<file path="src/swrr_pkg.sv">
package swrr_pkg;

    // server set
    localparam int MAX_SERVERS = 4;
    localparam int WEIGHT_REGS = 4;
    localparam int IDX_W       = (MAX_SERVERS > 1) ? $clog2(MAX_SERVERS) : 1;

    // field widths
    localparam int COUNT_W  = 3;
    localparam int WEIGHT_W = 8;
    localparam int TAG_W    = 8;
    localparam int CHOSEN_W = 2;

    // running weight arithmetic
    localparam int RW_W    = 11;
    localparam int TOTAL_W = $clog2(MAX_SERVERS * ((1 << WEIGHT_W) - 1) + 1);
    localparam int SUM_W   = ((TOTAL_W > RW_W) ? TOTAL_W : RW_W) + 2;

    localparam logic signed [SUM_W-1:0] RW_HI = SUM_W'((1 << (RW_W - 1)) - 1);
    localparam logic signed [SUM_W-1:0] RW_LO = SUM_W'(-(1 << (RW_W - 1)));

    localparam logic [COUNT_W-1:0]  MAX_COUNT      = COUNT_W'(MAX_SERVERS);
    localparam logic [WEIGHT_W-1:0] WEIGHT_DEFAULT = WEIGHT_W'(1);

    // register map
    localparam int NUM_REGS   = 1 + WEIGHT_REGS;
    localparam int REG_IDX_W  = $clog2(NUM_REGS);
    localparam int ADDR_W     = REG_IDX_W + 2;
    localparam int DATA_W     = 32;

    localparam logic [REG_IDX_W-1:0] REG_SERVER_COUNT = REG_IDX_W'(0);
    localparam logic [REG_IDX_W-1:0] REG_WEIGHT_0     = REG_IDX_W'(1);

    typedef logic [WEIGHT_W-1:0]      weight_t;
    typedef logic signed [RW_W-1:0]   rw_t;
    typedef logic signed [SUM_W-1:0]  sum_t;

    // controller to datapath
    typedef struct packed {
        logic load;
        logic step;
        logic trim;
        logic publish;
    } swrr_cmd_t;

    // datapath to controller
    typedef struct packed {
        logic count_zero;
        logic last;
        logic out_free;
    } swrr_sts_t;

    function automatic sum_t rw_to_sum(input rw_t v);
        return SUM_W'(v);
    endfunction

    function automatic sum_t total_to_sum(input logic [TOTAL_W-1:0] v);
        return sum_t'({1'b0, v});
    endfunction

    function automatic logic [TOTAL_W-1:0] weight_to_total(input weight_t w);
        return TOTAL_W'(w);
    endfunction

    // saturate to the running weight range
    function automatic rw_t clamp_rw(input sum_t v);
        sum_t r;
        r = v;
        if (v > RW_HI) begin
            r = RW_HI;
        end else if (v < RW_LO) begin
            r = RW_LO;
        end
        return rw_t'(r[RW_W-1:0]);
    endfunction

    function automatic logic [COUNT_W-1:0] idx_to_count(input logic [IDX_W-1:0] idx);
        logic [COUNT_W+IDX_W-1:0] t;
        t = '0;
        t[IDX_W-1:0] = idx;
        return t[COUNT_W-1:0];
    endfunction

    function automatic logic [CHOSEN_W-1:0] idx_to_chosen(input logic [IDX_W-1:0] idx);
        logic [CHOSEN_W+IDX_W-1:0] t;
        t = '0;
        t[IDX_W-1:0] = idx;
        return t[CHOSEN_W-1:0];
    endfunction

endpackage

</file>
<file path="src/smooth_weighted_round_robin.sv">
// smooth weighted round robin picker: each request item adds every active server's
// weight to its running weight, picks the largest running weight (lowest index wins
// ties) and takes the total of active weights back off the winner; the result carries
// the chosen server and the request tag, or no_server when server_count is zero.
// running weights persist between items and clear only at reset. one item is in
// work at a time: an item is taken in, then stepped once per active server through
// the single running-weight adder, then the winner's subtraction is done, then the
// output register is loaded; with no server active the item goes straight from
// intake to loading the output register. the output register lets the next item
// be accepted while a result still waits on m_ready; a finished item holds in the
// controller only while that register is still full.
// configuration is through an apb-style port, registers at byte address 4*i:
// server_count, then weight_0..3.
module smooth_weighted_round_robin (
    input  logic                          aclk,
    input  logic                          aresetn,

    // configuration port
    input  logic                          psel,
    input  logic                          penable,
    input  logic                          pwrite,
    input  logic [swrr_pkg::ADDR_W-1:0]   paddr,
    input  logic [swrr_pkg::DATA_W-1:0]   pwdata,
    output logic [swrr_pkg::DATA_W-1:0]   prdata,
    output logic                          pready,

    // request items
    input  logic                          s_valid,
    output logic                          s_ready,
    input  logic [swrr_pkg::TAG_W-1:0]    s_request_tag,

    // result items
    output logic                          m_valid,
    input  logic                          m_ready,
    output logic [swrr_pkg::CHOSEN_W-1:0] m_chosen_server,
    output logic [swrr_pkg::TAG_W-1:0]    m_tag_out,
    output logic                          m_no_server
);

    logic [swrr_pkg::COUNT_W-1:0] server_count;
    swrr_pkg::weight_t            weight [swrr_pkg::WEIGHT_REGS];
    swrr_pkg::swrr_cmd_t          cmd;
    swrr_pkg::swrr_sts_t          sts;

    // writes complete in the access cycle, no wait states
    assign pready = 1'b1;

    swrr_regs u_regs (
        .aclk         (aclk),
        .aresetn      (aresetn),
        .psel         (psel),
        .penable      (penable),
        .pwrite       (pwrite),
        .paddr        (paddr),
        .pwdata       (pwdata),
        .prdata       (prdata),
        .server_count (server_count),
        .weight       (weight)
    );

    // sequencer: accept, one step per active server, trim the winner, publish; an empty set goes straight to publish
    swrr_ctrl u_ctrl (
        .aclk    (aclk),
        .aresetn (aresetn),
        .s_valid (s_valid),
        .s_ready (s_ready),
        .sts     (sts),
        .cmd     (cmd)
    );

    // running weights, max search, total and the output register
    swrr_dp u_dp (
        .aclk            (aclk),
        .aresetn         (aresetn),
        .cmd             (cmd),
        .sts             (sts),
        .server_count    (server_count),
        .weight          (weight),
        .s_request_tag   (s_request_tag),
        .m_valid         (m_valid),
        .m_ready         (m_ready),
        .m_chosen_server (m_chosen_server),
        .m_tag_out       (m_tag_out),
        .m_no_server     (m_no_server)
    );

`ifndef NO_ASSERTIONS
    // an empty server set always reports server zero
    a_none_zero: assert property (@(posedge aclk) disable iff (!aresetn)
        m_valid && m_no_server |-> m_chosen_server == '0)
        else $error("no_server result with nonzero chosen_server");

    // at most one item in work: acceptance drops ready for the next cycle
    a_one_item: assert property (@(posedge aclk) disable iff (!aresetn)
        s_valid && s_ready |=> !s_ready)
        else $error("ready held after item accepted");

    // a result is published only from the finishing step, never while idle
    a_publish: assert property (@(posedge aclk) disable iff (!aresetn)
        $rose(m_valid) |-> $past(!s_ready))
        else $error("result appeared while controller idle");
`endif

endmodule

</file>
<file path="src/swrr_regs.sv">
module swrr_regs (
    input  logic                                 aclk,
    input  logic                                 aresetn,
    input  logic                                 psel,
    input  logic                                 penable,
    input  logic                                 pwrite,
    input  logic [swrr_pkg::ADDR_W-1:0]          paddr,
    input  logic [swrr_pkg::DATA_W-1:0]          pwdata,
    output logic [swrr_pkg::DATA_W-1:0]          prdata,
    output logic [swrr_pkg::COUNT_W-1:0]         server_count,
    output swrr_pkg::weight_t                    weight [swrr_pkg::WEIGHT_REGS]
);

    logic [swrr_pkg::COUNT_W-1:0]   count_reg;
    logic [swrr_pkg::COUNT_W-1:0]   count_next;
    swrr_pkg::weight_t              weight_reg  [swrr_pkg::WEIGHT_REGS];
    swrr_pkg::weight_t              weight_next [swrr_pkg::WEIGHT_REGS];
    logic [swrr_pkg::REG_IDX_W-1:0] reg_idx;
    logic                           wr_en;

    assign reg_idx = paddr[swrr_pkg::ADDR_W-1:2];
    assign wr_en   = psel & penable & pwrite;

    always_comb begin
        count_next = count_reg;
        for (int k = 0; k < swrr_pkg::WEIGHT_REGS; k++) begin
            weight_next[k] = weight_reg[k];
        end
        if (wr_en) begin
            if (reg_idx == swrr_pkg::REG_SERVER_COUNT) begin
                count_next = pwdata[swrr_pkg::COUNT_W-1:0];
            end
            for (int k = 0; k < swrr_pkg::WEIGHT_REGS; k++) begin
                // weight registers of servers beyond the set are ignored
                if ((reg_idx == swrr_pkg::REG_IDX_W'(swrr_pkg::REG_WEIGHT_0 + k))
                    && (k < swrr_pkg::MAX_SERVERS)) begin
                    weight_next[k] = pwdata[swrr_pkg::WEIGHT_W-1:0];
                end
            end
        end
    end

    always_ff @(posedge aclk) begin
        if (!aresetn) begin
            count_reg <= '0;
            for (int k = 0; k < swrr_pkg::WEIGHT_REGS; k++) begin
                weight_reg[k] <= swrr_pkg::WEIGHT_DEFAULT;
            end
        end else begin
            count_reg <= count_next;
            for (int k = 0; k < swrr_pkg::WEIGHT_REGS; k++) begin
                weight_reg[k] <= weight_next[k];
            end
        end
    end

    always_comb begin
        prdata = '0;
        if (reg_idx == swrr_pkg::REG_SERVER_COUNT) begin
            prdata = swrr_pkg::DATA_W'(count_reg);
        end
        for (int k = 0; k < swrr_pkg::WEIGHT_REGS; k++) begin
            if (reg_idx == swrr_pkg::REG_IDX_W'(swrr_pkg::REG_WEIGHT_0 + k)) begin
                prdata = swrr_pkg::DATA_W'(weight_reg[k]);
            end
        end
    end

    assign server_count = count_reg;

    always_comb begin
        for (int k = 0; k < swrr_pkg::WEIGHT_REGS; k++) begin
            weight[k] = weight_reg[k];
        end
    end

endmodule

</file>
<file path="src/swrr_ctrl.sv">
module swrr_ctrl (
    input  logic                aclk,
    input  logic                aresetn,
    input  logic                s_valid,
    output logic                s_ready,
    input  swrr_pkg::swrr_sts_t sts,
    output swrr_pkg::swrr_cmd_t cmd
);

    typedef enum logic [3:0] {
        ST_IDLE = 4'b0001,
        ST_STEP = 4'b0010,
        ST_TRIM = 4'b0100,
        ST_DONE = 4'b1000
    } state_t;

    state_t state_reg;
    state_t state_next;

    always_comb begin
        state_next = state_reg;
        cmd        = '0;
        case (state_reg)
            ST_IDLE: begin
                if (s_valid) begin
                    cmd.load   = 1'b1;
                    state_next = sts.count_zero ? ST_DONE : ST_STEP;
                end
            end
            ST_STEP: begin
                cmd.step = 1'b1;
                if (sts.last) begin
                    state_next = ST_TRIM;
                end
            end
            ST_TRIM: begin
                cmd.trim   = 1'b1;
                state_next = ST_DONE;
            end
            ST_DONE: begin
                if (sts.out_free) begin
                    cmd.publish = 1'b1;
                    state_next  = ST_IDLE;
                end
            end
            default: begin
                state_next = ST_IDLE;
            end
        endcase
    end

    always_ff @(posedge aclk) begin
        if (!aresetn) begin
            state_reg <= ST_IDLE;
        end else begin
            state_reg <= state_next;
        end
    end

    assign s_ready = (state_reg == ST_IDLE);

endmodule

</file>
<file path="src/swrr_dp.sv">
module swrr_dp (
    input  logic                          aclk,
    input  logic                          aresetn,
    input  swrr_pkg::swrr_cmd_t           cmd,
    output swrr_pkg::swrr_sts_t           sts,
    input  logic [swrr_pkg::COUNT_W-1:0]  server_count,
    input  swrr_pkg::weight_t             weight [swrr_pkg::WEIGHT_REGS],
    input  logic [swrr_pkg::TAG_W-1:0]    s_request_tag,
    output logic                          m_valid,
    input  logic                          m_ready,
    output logic [swrr_pkg::CHOSEN_W-1:0] m_chosen_server,
    output logic [swrr_pkg::TAG_W-1:0]    m_tag_out,
    output logic                          m_no_server
);

    swrr_pkg::rw_t                  rw_reg [swrr_pkg::MAX_SERVERS];
    logic [swrr_pkg::IDX_W-1:0]     idx_reg;
    logic [swrr_pkg::IDX_W-1:0]     pick_reg;
    swrr_pkg::rw_t                  best_reg;
    logic [swrr_pkg::TOTAL_W-1:0]   total_reg;
    logic [swrr_pkg::COUNT_W-1:0]   n_reg;
    logic                           empty_reg;
    logic [swrr_pkg::TAG_W-1:0]     tag_reg;

    logic                           out_valid_reg;
    logic [swrr_pkg::CHOSEN_W-1:0]  out_chosen_reg;
    logic [swrr_pkg::TAG_W-1:0]     out_tag_reg;
    logic                           out_none_reg;

    logic [swrr_pkg::IDX_W-1:0]     rw_addr;
    swrr_pkg::rw_t                  rw_rd;
    swrr_pkg::weight_t              w_cur;
    swrr_pkg::rw_t                  rw_step;
    swrr_pkg::rw_t                  rw_trim;
    logic                           better;
    logic [swrr_pkg::COUNT_W-1:0]   n_load;

    // one shared read of the running weights: current server, or the winner when trimming
    assign rw_addr = cmd.trim ? pick_reg : idx_reg;
    assign rw_rd   = rw_reg[rw_addr];

    // servers without a weight register keep weight one
    always_comb begin
        w_cur = swrr_pkg::WEIGHT_DEFAULT;
        for (int k = 0; k < swrr_pkg::WEIGHT_REGS; k++) begin
            if (idx_reg == k) begin
                w_cur = weight[k];
            end
        end
    end

    assign rw_step = swrr_pkg::clamp_rw(swrr_pkg::rw_to_sum(rw_rd)
                     + swrr_pkg::total_to_sum(swrr_pkg::weight_to_total(w_cur)));
    assign rw_trim = swrr_pkg::clamp_rw(swrr_pkg::rw_to_sum(rw_rd)
                     - swrr_pkg::total_to_sum(total_reg));
    assign better  = (idx_reg == '0) || (rw_step > best_reg);

    assign n_load = (server_count > swrr_pkg::MAX_COUNT) ? swrr_pkg::MAX_COUNT : server_count;

    always_ff @(posedge aclk) begin
        if (!aresetn) begin
            for (int k = 0; k < swrr_pkg::MAX_SERVERS; k++) begin
                rw_reg[k] <= '0;
            end
        end else if (cmd.step) begin
            rw_reg[idx_reg] <= rw_step;
        end else if (cmd.trim) begin
            rw_reg[pick_reg] <= rw_trim;
        end
    end

    always_ff @(posedge aclk) begin
        if (cmd.load) begin
            tag_reg   <= s_request_tag;
            n_reg     <= n_load;
            empty_reg <= (server_count == '0);
            idx_reg   <= '0;
            total_reg <= '0;
        end else if (cmd.step) begin
            idx_reg   <= idx_reg + 1'b1;
            total_reg <= total_reg + swrr_pkg::weight_to_total(w_cur);
            if (better) begin
                best_reg <= rw_step;
                pick_reg <= idx_reg;
            end
        end
    end

    // output register
    always_ff @(posedge aclk) begin
        if (!aresetn) begin
            out_valid_reg <= 1'b0;
        end else if (cmd.publish) begin
            out_valid_reg <= 1'b1;
        end else if (m_ready) begin
            out_valid_reg <= 1'b0;
        end
    end

    always_ff @(posedge aclk) begin
        if (cmd.publish) begin
            out_chosen_reg <= empty_reg ? '0 : swrr_pkg::idx_to_chosen(pick_reg);
            out_tag_reg    <= tag_reg;
            out_none_reg   <= empty_reg;
        end
    end

    assign sts.count_zero = (server_count == '0);
    assign sts.last       = (swrr_pkg::idx_to_count(idx_reg) == n_reg - 1'b1);
    assign sts.out_free   = !out_valid_reg || m_ready;

    assign m_valid         = out_valid_reg;
    assign m_chosen_server = out_chosen_reg;
    assign m_tag_out       = out_tag_reg;
    assign m_no_server     = out_none_reg;

endmodule
</file>
<file path="config.mk">
export PLATFORM = sky130hd
export DESIGN_NAME = smooth_weighted_round_robin
export DESIGN_NICKNAME = d
export VERILOG_FILES = /design/src/swrr_pkg.sv /design/src/smooth_weighted_round_robin.sv /design/src/swrr_regs.sv /design/src/swrr_ctrl.sv /design/src/swrr_dp.sv
export SDC_FILE = /design/constraint.sdc
export NUM_CORES = 1
export LEC_CHECK = 0
export BUFFER_PORTS_ARGS = -buffer_cell sky130_fd_sc_hd__buf_4
export CAP_MARGIN = 20
export CORE_MARGIN = 5
export CORE_UTILIZATION = 53
export DETAILED_ROUTE_END_ITERATION = 16
export PLACE_DENSITY = 0.77
export SKIP_CTS_REPAIR_TIMING = 1
export SYNTH_ARGS = -nofsm -noshare
export SYNTH_HDL_FRONTEND = slang
export SYNTH_SLANG_ARGS = --single-unit
export TNS_END_PERCENT = 1
</file>
<file path="constraint.sdc">
create_clock -name aclk -period 6 [get_ports aclk]
set_input_delay 0.9 -clock aclk [delete_from_list [all_inputs] [get_ports aclk]]
set_output_delay 0.9 -clock aclk [all_outputs]
set_load 0.01 [all_outputs]
</file>
==> run summary <==
largest net degree at the start of global routing - 37
max reg flops - 44
FFs w/ async S/R, synth - 0
cell depth of the worst flop-to-flop path - 22
Avg Cell Area, Syn - 9.954 um^2
crit start category - flip-flop
number of max-cap violations - 0
Hold Violations, Final - 0
IO Port Bufs - 46
synth top area cells - edfxtp_1 (32%), dfxtp_1 (14%), mux2i_1 (7.6%), ha_1 (6.9%), nor2_1 (5.0%)
# IOs - 98
Fmax - 173.9 MHz
status - finished, final reports clean
min-delay src - u_dp.tag_reg[6]
Clk pin slew, worst setup/hold paths - 0.06 ns
starting density of the core - 0.5436
grt ovf - 0
fillers - 1110
DP Worst Slack - 0.03882 ns
skew final - 0.007368 ns
LEAKAGE - 3.714 nW
die width - 129.8 um
GPL Wtd Cong - 0.9095
clk root buf - clkbuf_16
Worst-Skew Late Latency - 0.42 ns
WP data arrival - 5.92 ns
Worst-Margin Slew - 1.032 ns
final net count - 915
Pins Over Slew Limit - 0
flops & latches, synth - 132
DR top layer - met4
Max VDD drop - 0.2108 mV
type of the worst setup path - reg2reg
total iterations of the first detailed-routing run - 5
core area - 13990 um^2
via count - 5934
area leader, netlist - edfxtp_1
H-tree depth - 4
TritonCTS buffer count - 17
vias in the first global route - 5839
NetSw - 0.0005180 W
residual DRC count - 0
most frequent cells after synthesis - nor2_1 (101), edfxtp_1 (80), mux2i_1 (58)
r2r setup slk - 0.25 ns
worst hold slack - 0.4175 ns
DR iter-0 viols - 508
met2 wire len - 8926 um
met3 WL - 1391 um
dpl hpwl - 12930 um
final setup vio count - 0
post-synth top area share - 0.3159
layout cell share with drive strength beyond 1 - 0.1552
area delta synth->final - 15.38%
clock power share - 0.453
Synth Cell Area - 7605 um^2
Sw Ratio - 0.2361
Critical R2R Launch - u_ctrl.state_reg[1]
WL final - 18380 um
metal1 wirelength - 7619 um
overall power - 0.002194 W
number of flops mapped to enable cells by yosys - 80
num rows - 43
clock sinks - 132
hold path depth - 0
Fin Setup TNS - 0 ns
most frequent cell after synthesis - nor2_1
DR WL/cell - 18.18 um
RSZ-0062 raised after global routing - no
yosys synthesis warning count - 0
Final WS setup - 0.2493 ns
Vias/cell - 5.869
placed cell area - 8107 um^2
Tot GR Track Use - 0.2215
Max clock buf depth - 2
Diodes inserted - 0
Reg power frac - 0.459
Req. time, crit path - 6.17 ns
sum of buffers and inverters on the critical path - 3
Int Pwr - 0.001676 W
Most used DFF post-synth - edfxtp_1
CP max-delay cell - or4_1
Min-Delay Endpoint - u_dp.m_tag_out[6]
Final ANT Viol Nets - 0
Die Span Y - 129.8 um
CP Capture Type - flip-flop
max incr delay on CP - 0.59 ns
Slew HR - 0.3097
CP max FO - 12
part of the cycle the worst path needs - 0.9584
initial antenna violation count - 0
post-synth cell types - 71
Synth Instances - 764
Largest delay share family, worst path - simple AND/OR/NAND/NOR gates
register area share after synthesis - 0.4528
min-delay worst type - reg2reg
Comb pwr share - 0.089
final instance area - 8775 um^2
first-pass GRT wire length - 29130 um
PwrDens - 250.0 nW/um^2
CTS tree - done
FF-to-FF End - u_dp.best_reg[9]
min Tclk post-route - 5.751 ns
Die Footprint - 16840 um^2
crit-path cells - nor4b_4 > buf_4 > mux2i_4 > buf_12 > nor2b_1 > a211oi_1 > a21oi_1 > ha_1 > or4_1 > or4bb_1 > mux2_4 > nor2_2 > a21o_1 > ha_1 > nor2b_1 > o21a_1 > o21a_1 > o211ai_1 > a21boi_0 > o311ai_1 > a21oi_1 > buf_4
==> worst max path at each step <==
stage / from / endpoint / slack [ns] / cells past startpoint
final: u_ctrl.state_reg[1] / u_dp.best_reg[9] / 0.25 / 22
after global routing: u_ctrl.state_reg[1] / u_dp.best_reg[8] / 0.008 / 23
after CTS: u_ctrl.state_reg[3] / u_dp.best_reg[9] / -0.06 / 22
after detailed placement: u_ctrl.state_reg[3] / u_dp.pick_reg[0] / 0.04 / 22
after global placement: u_ctrl.state_reg[3] / u_dp.pick_reg[0] / 0.33 / 19
after floorplan: u_ctrl.state_reg[3] / u_dp.best_reg[0] / 0.31 / 20
==> cells in the final DEF, fill, tap and decap left out, drive strengths merged, types with 7 or more instances in the layout <==
cell,synthesis,final
nor2,101,101
nor3,8,8
nand3,7,7
xor2,8,8
o21a,10,10
o22ai,14,14
a21oi,52,52
o21ai,17,17
edfxtp,80,80
mux2i,58,58
nand2,49,49
ha,42,42
clkinv,1,7
conb,2,25
a22oi,12,12
buf,30,69
inv,54,55
nor2b,23,23
clkbuf,29,21
a21o,7,7
dfxtp,52,52
a211oi,8,8
xnor2,8,8
==> layout make-up <==
cell class	instances	area [um^2]	area share
multi-input combinational	541	3757	0.4282
clock buffer	19	432.9	0.04934
clock inverter	13	135.1	0.01540
sequential	132	3445	0.3926
timing repair buffer	71	573.1	0.06531
tap	180	225.2	0.02567
inverter	55	206.4	0.02353
==> logic make-up after synthesis <==
| logic type | after synthesis | synth area share |
|---|---|---|
| other | 2 | 0.0009875 |
| AO/OA/AOI/OAI | 164 | 0.1458 |
| multiplexers | 63 | 0.09016 |
| buffers and inverters | 114 | 0.06976 |
| adder cells (fa/ha/maj) | 45 | 0.07700 |
| AND/OR/NAND/NOR | 228 | 0.1451 |
| flip-flops | 132 | 0.4528 |
| XOR/XNOR | 16 | 0.01843 |
==> power groups by stage <==
stage,Combinational (W),Sequential [W],Clock [W]
after CTS,0.000187,0.00101,0.000997
after global routing,0.000212,0.00101,0.00104
after detailed placement,0.000187,0.00102,0
after floorplan,0.000134,0.00102,0
after global placement,0.000178,0.00102,0
final,0.000195,0.00101,0.000993
==> metrics by stage <==
| stage | cells | util |
|---|---|---|
| finish | 1011 | 0.6273 |
| global route | 1011 | 0.6273 |
| CTS | 1005 | 0.6201 |
| detailed placement | 973 | 0.5795 |
| global placement | 973 | 0.5795 |
| floorplan | 787 | - |
==> per-layer routing <==
metal,track usage,vias up
li1,-,2803
met1,0.2776,2842
met2,0.3731,255
met3,0.05158,34
met4,0.08557,0
met5,0,-
Note: power is estimated with default switching activity, not from simulation.
